<file path="src/sv/assert_macros.svh">
// ----------------------------------------------------------------------------
// Assertion macros
// Shared concurrent assertion wrappers, clocked on clock and disabled in reset.
// ----------------------------------------------------------------------------
`ifndef ASSERT_MACROS_SVH
`define ASSERT_MACROS_SVH

// Property must hold at every rising edge outside reset.
`define CSW_ASSERT(label, prop, msg) \
   label: assert property (@(posedge clock) disable iff (reset) (prop)) \
      else $error(msg);

// Expression must never be true at a rising edge outside reset.
`define CSW_NEVER(label, expr, msg) \
   label: assert property (@(posedge clock) disable iff (reset) !(expr)) \
      else $error(msg);

`endif

</file>
<file path="src/sv/csw_pkg.sv">
// ----------------------------------------------------------------------------
// Semaphore engine package
// Request/response payload types and operation and result codes.
// ----------------------------------------------------------------------------
`default_nettype none

package csw_pkg;

   localparam int unsigned CountW = 8;

   // operation codes
   localparam logic [1:0] OP_CREATE = 2'd0;
   localparam logic [1:0] OP_LOCK   = 2'd1;
   localparam logic [1:0] OP_UNLOCK = 2'd2;

   // result codes
   localparam logic [2:0] KIND_CREATED   = 3'd0;
   localparam logic [2:0] KIND_GRANTED   = 3'd1;
   localparam logic [2:0] KIND_SUSPENDED = 3'd2;
   localparam logic [2:0] KIND_RAISED    = 3'd3;
   localparam logic [2:0] KIND_WOKEN     = 3'd4;
   localparam logic [2:0] KIND_NO_ID     = 3'd5;
   localparam logic [2:0] KIND_FULL      = 3'd6;

   localparam logic [CountW-1:0] COUNT_MAX = 8'd255;

   typedef struct packed {
      logic [1:0] op;
      logic [3:0] sem_id;
      logic [4:0] caller_pid;
      logic [7:0] initial_count;
   } req_type;

   typedef struct packed {
      logic [2:0] result_kind;
      logic [3:0] created_id;
      logic [4:0] woken_pid;
   } rsp_type;

endpackage

`default_nettype wire

</file>
<file path="src/sv/csw_sem_table.sv">
// ----------------------------------------------------------------------------
// Semaphore descriptor table
// One-read one-write synchronous RAM with per-entry valid bits; entries never
// written since reset read as zero.
// ----------------------------------------------------------------------------
`default_nettype none

module csw_sem_table #(
   parameter int DEPTH  = 16,
   parameter int DATA_W = 24
) (
   input  wire logic                     clock,
   input  wire logic                     reset,
   input  wire logic                     rd_en,
   input  wire logic [$clog2(DEPTH)-1:0] rd_idx,
   output logic      [DATA_W-1:0]        rd_data,
   input  wire logic                     wr_en,
   input  wire logic [$clog2(DEPTH)-1:0] wr_idx,
   input  wire logic [DATA_W-1:0]        wr_data
);

   logic [DATA_W-1:0] mem [DEPTH];
   logic [DEPTH-1:0]  valid_ff;
   logic [DATA_W-1:0] rd_data_ff;
   logic              rd_valid_ff;

   always_ff @(posedge clock) begin
      if (wr_en) begin
         mem[wr_idx] <= wr_data;
      end
      if (rd_en) begin
         rd_data_ff <= mem[rd_idx];
      end
   end

   always_ff @(posedge clock) begin
      if (reset) begin
         valid_ff    <= '0;
         rd_valid_ff <= 1'b0;
      end else begin
         if (wr_en) begin
            valid_ff[wr_idx] <= 1'b1;
         end
         if (rd_en) begin
            rd_valid_ff <= valid_ff[rd_idx];
         end
      end
   end

   // unwritten entry: reset value
   assign rd_data = rd_valid_ff ? rd_data_ff : '0;

endmodule

`default_nettype wire

</file>
<file path="src/sv/counting_semaphore_wait_queue.sv">
// ----------------------------------------------------------------------------
// Counting semaphore engine with per-semaphore FIFO wait queues
// Create / lock / unlock service for a small kernel, one request at a time.
// ----------------------------------------------------------------------------
// A request is taken when start is high and busy is low; each request gives
// exactly one result, shown for a single cycle with rsp_valid high. The
// receiver cannot stall: a result must be captured in its strobe cycle.
// Create writes a fresh descriptor; lock and an unlock that raises the count
// do a descriptor read, then modify/write-back. The result strobes in the
// cycle in which busy goes low again, and a new request may be started in
// that same cycle.
// An unlock that wakes a waiter adds ST_WAKE: the wait-queue slot address
// comes out of the descriptor read, so the wait-store read follows it in
// series. Reset is immediate; no clearing pass runs (the descriptor table has
// valid bits and the wait store is only read where a lock has written it).
// ----------------------------------------------------------------------------
`default_nettype none
`include "assert_macros.svh"

module counting_semaphore_wait_queue #(
   parameter int SEM_COUNT  = 16,  // 2..16
   parameter int WAIT_DEPTH = 16   // 2..256
) (
   input  wire logic             clock,
   input  wire logic             reset,
   input  wire logic             start,
   output logic                  busy,
   input  wire csw_pkg::req_type req_data,
   output logic                  rsp_valid,
   output csw_pkg::rsp_type      rsp_data
);

   localparam int SemIdxW   = $clog2(SEM_COUNT);
   localparam int NfidW     = $clog2(SEM_COUNT + 1);
   localparam int SlotW     = $clog2(WAIT_DEPTH);
   localparam int LenW      = $clog2(WAIT_DEPTH + 1);
   localparam int WaitWords = SEM_COUNT * (2 ** SlotW);
   localparam int WaitAddrW = SemIdxW + SlotW;

   // per-semaphore descriptor: count plus ring pointers of the wait queue
   typedef struct packed {
      logic [csw_pkg::CountW-1:0] count;
      logic [SlotW-1:0]           head;
      logic [SlotW-1:0]           tail;
      logic [LenW-1:0]            len;
   } desc_type;

   localparam int DescW = $bits(desc_type);

   typedef enum logic [1:0] {
      ST_IDLE,
      ST_EXEC,
      ST_WAKE
   } state_type;

   state_type         state_ff, state_in;
   csw_pkg::req_type  req_ff;
   logic [NfidW-1:0]  nfid_ff, nfid_in;
   logic              rsp_valid_ff;
   csw_pkg::rsp_type  rsp_data_ff;

   logic              accept;
   logic              req_sid_ok;
   logic              hold_sid_ok;
   logic [SemIdxW-1:0] hold_idx;

   // descriptor table
   logic               tbl_rd_en;
   logic [DescW-1:0]   tbl_rd_data;
   desc_type           tbl_rd_desc;
   logic               tbl_wr_en;
   logic [SemIdxW-1:0] tbl_wr_idx;
   desc_type           tbl_wr_desc;

   // wait store: waiter pids, slot {sem, ring slot}
   logic [4:0]           wait_mem [WaitWords];
   logic [4:0]           wait_rd_ff;
   logic                 wait_wr_en;
   logic                 wait_rd_en;
   logic [WaitAddrW-1:0] wait_addr;

   logic [2:0]  kind_in;
   logic [3:0]  created_in;

   assign busy        = (state_ff != ST_IDLE);
   assign accept      = start && !busy;
   assign req_sid_ok  = int'(req_data.sem_id) < SEM_COUNT;
   assign hold_sid_ok = int'(req_ff.sem_id) < SEM_COUNT;
   assign hold_idx    = SemIdxW'(req_ff.sem_id);
   assign tbl_rd_desc = desc_type'(tbl_rd_data);

   // descriptor read is launched with the transfer itself
   assign tbl_rd_en = accept && req_sid_ok &&
                      ((req_data.op == csw_pkg::OP_LOCK) ||
                       (req_data.op == csw_pkg::OP_UNLOCK));

   csw_sem_table #(
      .DEPTH  (SEM_COUNT),
      .DATA_W (DescW)
   ) u_table (
      .clock   (clock),
      .reset   (reset),
      .rd_en   (tbl_rd_en),
      .rd_idx  (SemIdxW'(req_data.sem_id)),
      .rd_data (tbl_rd_data),
      .wr_en   (tbl_wr_en),
      .wr_idx  (tbl_wr_idx),
      .wr_data (tbl_wr_desc)
   );

   // ring pointer advance with wrap at WAIT_DEPTH
   function automatic logic [SlotW-1:0] slot_next(input logic [SlotW-1:0] s);
      logic [SlotW-1:0] r;
      if (s == SlotW'(WAIT_DEPTH - 1)) begin
         r = '0;
      end else begin
         r = s + 1'b1;
      end
      return r;
   endfunction

   // read-modify-write of one descriptor in the EXEC cycle
   always_comb begin
      state_in    = state_ff;
      tbl_wr_en   = 1'b0;
      tbl_wr_idx  = hold_idx;
      tbl_wr_desc = tbl_rd_desc;
      wait_wr_en  = 1'b0;
      wait_rd_en  = 1'b0;
      wait_addr   = {hold_idx, tbl_rd_desc.tail};
      nfid_in     = nfid_ff;
      kind_in     = csw_pkg::KIND_NO_ID;
      created_in  = '0;
      unique case (state_ff)
         ST_IDLE: begin
            if (accept) begin
               state_in = ST_EXEC;
            end
         end
         ST_EXEC: begin
            state_in = ST_IDLE;
            unique case (req_ff.op)
               csw_pkg::OP_CREATE: begin
                  if (nfid_ff != NfidW'(SEM_COUNT)) begin
                     tbl_wr_en         = 1'b1;
                     tbl_wr_idx        = SemIdxW'(nfid_ff);
                     tbl_wr_desc.count = req_ff.initial_count;
                     tbl_wr_desc.head  = '0;
                     tbl_wr_desc.tail  = '0;
                     tbl_wr_desc.len   = '0;
                     nfid_in           = nfid_ff + 1'b1;
                     kind_in           = csw_pkg::KIND_CREATED;
                     created_in        = 4'(nfid_ff);
                  end
               end
               csw_pkg::OP_LOCK: begin
                  if (hold_sid_ok) begin
                     if (tbl_rd_desc.count != '0) begin
                        tbl_wr_en         = 1'b1;
                        tbl_wr_desc.count = tbl_rd_desc.count - 1'b1;
                        kind_in           = csw_pkg::KIND_GRANTED;
                     end else if (tbl_rd_desc.len == LenW'(WAIT_DEPTH)) begin
                        kind_in = csw_pkg::KIND_FULL;
                     end else begin
                        // append caller at tail
                        tbl_wr_en        = 1'b1;
                        tbl_wr_desc.tail = slot_next(tbl_rd_desc.tail);
                        tbl_wr_desc.len  = tbl_rd_desc.len + 1'b1;
                        wait_wr_en       = 1'b1;
                        wait_addr        = {hold_idx, tbl_rd_desc.tail};
                        kind_in          = csw_pkg::KIND_SUSPENDED;
                     end
                  end
               end
               csw_pkg::OP_UNLOCK: begin
                  if (hold_sid_ok) begin
                     if (tbl_rd_desc.len != '0) begin
                        // pop oldest waiter; pid comes out in ST_WAKE
                        tbl_wr_en        = 1'b1;
                        tbl_wr_desc.head = slot_next(tbl_rd_desc.head);
                        tbl_wr_desc.len  = tbl_rd_desc.len - 1'b1;
                        wait_rd_en       = 1'b1;
                        wait_addr        = {hold_idx, tbl_rd_desc.head};
                        state_in         = ST_WAKE;
                     end else begin
                        tbl_wr_en = 1'b1;
                        if (tbl_rd_desc.count != csw_pkg::COUNT_MAX) begin
                           tbl_wr_desc.count = tbl_rd_desc.count + 1'b1;
                        end
                        kind_in = csw_pkg::KIND_RAISED;
                     end
                  end
               end
               default: begin
                  kind_in = csw_pkg::KIND_NO_ID;
               end
            endcase
         end
         ST_WAKE: begin
            state_in = ST_IDLE;
         end
         default: begin
            state_in = ST_IDLE;
         end
      endcase
   end

   always_ff @(posedge clock) begin
      if (wait_wr_en) begin
         wait_mem[wait_addr] <= req_ff.caller_pid;
      end
      if (wait_rd_en) begin
         wait_rd_ff <= wait_mem[wait_addr];
      end
   end

   // request capture
   always_ff @(posedge clock) begin
      if (accept) begin
         req_ff <= req_data;
      end
   end

   // sequencer state, id allocator and result register
   always_ff @(posedge clock) begin
      if (reset) begin
         state_ff     <= ST_IDLE;
         nfid_ff      <= '0;
         rsp_valid_ff <= 1'b0;
         rsp_data_ff  <= '0;
      end else begin
         state_ff     <= state_in;
         nfid_ff      <= nfid_in;
         rsp_valid_ff <= 1'b0;
         if ((state_ff == ST_EXEC) && (state_in == ST_IDLE)) begin
            rsp_valid_ff            <= 1'b1;
            rsp_data_ff.result_kind <= kind_in;
            rsp_data_ff.created_id  <= created_in;
            rsp_data_ff.woken_pid   <= '0;
         end else if (state_ff == ST_WAKE) begin
            rsp_valid_ff            <= 1'b1;
            rsp_data_ff.result_kind <= csw_pkg::KIND_WOKEN;
            rsp_data_ff.created_id  <= '0;
            rsp_data_ff.woken_pid   <= wait_rd_ff;
         end
      end
   end

   assign rsp_valid = rsp_valid_ff;
   assign rsp_data  = rsp_data_ff;

   // ---- assertions ----
   `CSW_ASSERT(a_rsp_single_cycle, rsp_valid |=> !rsp_valid, "result strobe held two cycles")
   `CSW_ASSERT(a_rsp_when_idle, rsp_valid |-> !busy, "result shown while still busy")
   `CSW_ASSERT(a_accept_goes_busy, accept |=> busy, "transfer did not start a request")
   `CSW_NEVER(a_push_full, wait_wr_en && (tbl_rd_desc.len == LenW'(WAIT_DEPTH)), "push when full")

endmodule

`default_nettype wire
</file>
<file path="config.mk">
export PLATFORM = sky130hd
export DESIGN_NAME = counting_semaphore_wait_queue
export DESIGN_NICKNAME = d
export VERILOG_FILES = /design/src/sv/csw_pkg.sv /design/src/sv/csw_sem_table.sv /design/src/sv/counting_semaphore_wait_queue.sv
export VERILOG_INCLUDE_DIRS = /design/src /design/src/sv
export SDC_FILE = /design/constraint.sdc
export NUM_CORES = 2
export LEC_CHECK = 0
export ABC_AREA = 1
export BUFFER_PORTS_ARGS = -buffer_cell sky130_fd_sc_hd__buf_2
export CAP_MARGIN = 5
export CORE_ASPECT_RATIO = 2
export CORE_UTILIZATION = 57
export CTS_CLUSTER_DIAMETER = 200
export DETAILED_ROUTE_END_ITERATION = 8
export HOLD_SLACK_MARGIN = 0.06
export PLACE_DENSITY = 0.84
export SETUP_SLACK_MARGIN = 0.02
export SKIP_CTS_REPAIR_TIMING = 1
export SLEW_MARGIN = 20
export SYNTH_ARGS = -nofsm -noshare
export SYNTH_HDL_FRONTEND = slang
export SYNTH_SLANG_ARGS = --single-unit
export TNS_END_PERCENT = 100
</file>
<file path="constraint.sdc">
create_clock -name clock -period 3.8 [get_ports clock]
set_clock_uncertainty 0.05 [all_clocks]
set_input_delay 0.76 -clock clock [delete_from_list [all_inputs] [get_ports clock]]
set_output_delay 0.76 -clock clock [all_outputs]
set_load 0.05 [all_outputs]
</file>
==> impl_results.md <==
- CP Max Fanout: 82
- Multiplexer share of the synthesized area: 0.0105
- Critical Path RT: 4.31 ns
- Worst Hold Class: in2reg
- Worst Tran Pin Value: 1.19 ns
- Total grt overflow: 0
- Post-Synth XOR/XNOR Area: 0.00110
- Fin crit share: 0.976
- Max Root-Sink Buffers: 3
- Outcome: finished, final reports clean
- # nets final: 6,848
- Clock transition at path regs: 0.08 ns
- Total number of vias: 51,500
- Post-route ant nets: 0
- DP Area: 75,200 um2
- Synth Cell Area: 71,700 um2
- Num ports: 36
- # setup viols final: 0
- Overall routing resource usage: 0.311
- Initial Util: 0.576
- Complex-gate fraction of the synthesized area: 0.0314
- Final Instance Area: 80,000 um2
- Multi-input gate area: 19,400 um2
- DP HPWL: 123 mm
- Layout cell share with drive strength beyond 1: 0.0884
- Post-synth EDFFs: 1,661
- Hold Path End: req_ff[11]$_DFFE_PP_
- VDD IR max: 0.000593 V
- Yosys reg bits: 1,698
- Largest family of logic cells by synthesized area: simple AND/OR/NAND/NOR gates
- Min setup slack post-route: 0.0918 ns
- CTS root buf: clkbuf_16
- Tot Pwr: 0.0378 W
- Worst reg2reg startpoint: u_table.rd_valid_ff$_SDFFE_PP0P_
- Clk_lat worst skew: 0.80 ns
- Hold path depth: 1
- Power per cell area: 472 nW/um2
- Syn avg cell area: 10.7 um2
- Die extent in y: 504 um
- CTS tree: yes
- Area grow syn2layout: 11.5%
- CTS H-Tree Depth: 4
- Synth warnings: 0
- Global placement routability congestion: 1.01
- RSZ-0062 raised after global routing: true
- Hold Violations, Final: 0
- DR iter-0 viols: 6,225
- DR WL/cell: 23.5 um
- Sink Count: 1,698
- Drt first pass iters: 9
- Top_reg_cell synth: edfxtp_1
- Nature of the critical path startpoint: flop
- Final Max Tran Viols: 0
- Syn_nets: 6,764
- Simple-gate share of the synthesized area: 0.222
- Port Buffers: 35
- Max Freq: 270 MHz
- DRC viols: 0
- Leak Pwr: 31.2 nW
- Die Area: 127,000 um2
- Worst slew margin: 0.207
- Netlist cell types: 48
- Vias in the first global route: 51,700
- R2R depth: 19
- Dpl ws: -0.0322 ns
- Die Width: 253 um
- Post-synthesis async set-or-reset flop share: 0
- First-pass GRT wire length: 292 mm
- Worst setup path category: reg2reg
- Hold path startpoint: req_data[11]
- Largest net degree at the start of global routing: 144
- Post-Route Setup TNS: 0 ns
- Fillers: 8,712
- Sequential fraction of the synthesis area: 0.706
- Register-to-Register Setup Slack: 0.09 ns
- Reg area: 50,600 um2
- CP arrival: 4.22 ns
- Core area: 125,000 um2
- Reg2Reg Capture Point: wait_rd_ff[4]$_DFFE_PP_
- Site Rows: 183
- Drt total wl: 202 mm
- Crit path time final: 3.71 ns
- Crit path capture type: flop
- Synth Instances: 6,733
- Initial antenna violation count: 1
- Max Cap Viol: 0
- Routed vias/inst: 6.00
- Post-Synth Adder-Cell Area: 0.00157
- Total CTS buffers: 135
[cell usage in the layout (no fill, tap or decap), types with 33 or more instances in the layout]
cell / count
nor2_1: 491
nand2_1: 3339
buf_4: 212
edfxtp_1: 1661
o21ai_0: 129
nand3_1: 201
clkbuf_16: 145
inv_1: 82
mux2i_1: 75
dfxtp_1: 36
o21ai_1: 57
buf_2: 33
buf_12: 52
o221ai_1: 75
[per-stage QoR]
stage,hold slack (ns),instances,utilization
2_1_floorplan,0.385,6733,-
3_3_place_gp,0.394,8332,0.604
3_5_place_dp,0.407,8332,0.604
4_1_cts,0.0594,8572,0.639
5_1_grt,0.0793,8586,0.642
6_report,0.103,8586,0.642
[cells in the mapped netlist (4+ instances only)]
cell type | number | area [um2]
dfxtp_1 | 37 | 741
a21oi_1 | 31 | 155
nor4_1 | 5 | 31.3
o21a_1 | 6 | 45.0
inv_2 | 5 | 18.8
nand4_1 | 8 | 50.1
clkbuf_1 | 178 | 668
ha_1 | 9 | 113
o21ai_0 | 131 | 656
o21ai_1 | 61 | 305
inv_1 | 83 | 312
o221ai_1 | 75 | 657
nand3_1 | 202 | 1010
nor2_1 | 517 | 1940
nand2_2 | 24 | 150
buf_1 | 22 | 82.6
o32ai_1 | 15 | 131
xor2_1 | 7 | 61.3
nand2_1 | 3347 | 12600
edfxtp_1 | 1661 | 49900
o22ai_1 | 6 | 37.5
nor2_2 | 4 | 25.0
mux2i_1 | 75 | 751
buf_2 | 163 | 816
o211ai_1 | 16 | 120
nor3_1 | 9 | 45.0
[worst max-delay path, stage by stage, from the launching register on]
cell     delay (ns)
dfxtp_2        0.38
nand2_1        0.09
ha_1           0.27
nand4_4        0.19
nand2_4        0.14
nand2_4        0.13
nand2_4        0.18
buf_12         0.25
nand2_1        0.12
nand2_1        0.06
nand2_1        0.06
nand2_1        0.09
nand2_1        0.07
nand2_1        0.16
o21ai_1        0.33
nand2_1        0.12
nor2_1         0.31
nor2_1         0.15
nor2_1         0.14
nand2_1        0.06
[sequential cells by signal, summed over array words and instances (netlist names), 2 cells and up]
signal and flops:
wait_rd_ff 5, hold_idx 4, u_table.rd_data_ff 21, req_ff 15, u_table.valid_ff 16, u_table.mem 336, nfid_ff 5, wait_mem 1280
state_ff 2, rsp_data 12
[layer usage]
layer,vias to the layer above,global-route usage,part of all wire
met4,0,0.272,0.099
met1,24300,0.306,0.30
li1,22700,-,-
met3,1072,0.0576,0.094
met5,-,0,0
met2,3447,0.555,0.51
[worst max-delay path by stage]
stage | from | to | slack, ns | cells after the start
final | u_table.rd_valid_ff$_SDFFE_PP0P_ | wait_rd_ff[4]$_DFFE_PP_ | 0.09 | 19
after global routing | req_ff[17]$_DFFE_PP_ | wait_mem[109][1]$_DFFE_PP_ | -0.04 | 12
after CTS | u_table.rd_valid_ff$_SDFFE_PP0P_ | wait_mem[109][1]$_DFFE_PP_ | -0.08 | 11
after detailed placement | u_table.rd_valid_ff$_SDFFE_PP0P_ | wait_mem[109][0]$_DFFE_PP_ | -0.03 | 11
after global placement | u_table.rd_valid_ff$_SDFFE_PP0P_ | wait_mem[109][4]$_DFFE_PP_ | 0.06 | 11
after floorplan | req_ff[8]$_DFFE_PP_ | wait_mem[0][0]$_DFFE_PP_ | -0.30 | 0
[where the power goes]
group	switching [W]	total (W)	leakage [nW]	internal, W
Sequential	0.0000609	0.0207	15.3	0.0206
Combinational	0.00204	0.00276	13.8	0.000716
Clock	0.00659	0.0143	2.16	0.00772
Total	0.00870	0.0378	31.2	0.0291
[area by class of cell]
type	instances	share of cell area
multi-input combinational	4579	0.242
antenna	1	0.0000313
tap	1665	0.0260
clock buffer	154	0.0447
timing repair buffer	312	0.0384
clock inverter	86	0.0106
timing repair inverter	2	0.000282
sequential	1698	0.633
inverter	89	0.00451
[logic make-up (layout without fill, tap and decap cells)]
kind of cell    count (synthesis)  after routing
compound gates                359            359
xor+xnor                        9              9
fa+ha+maj                       9              9
buf+inv                       457            643
flops                        1698           1698
mux                            75             75
other cells                     0              1
simple gates                 4126           4127
(Power assumes the default switching activity.)
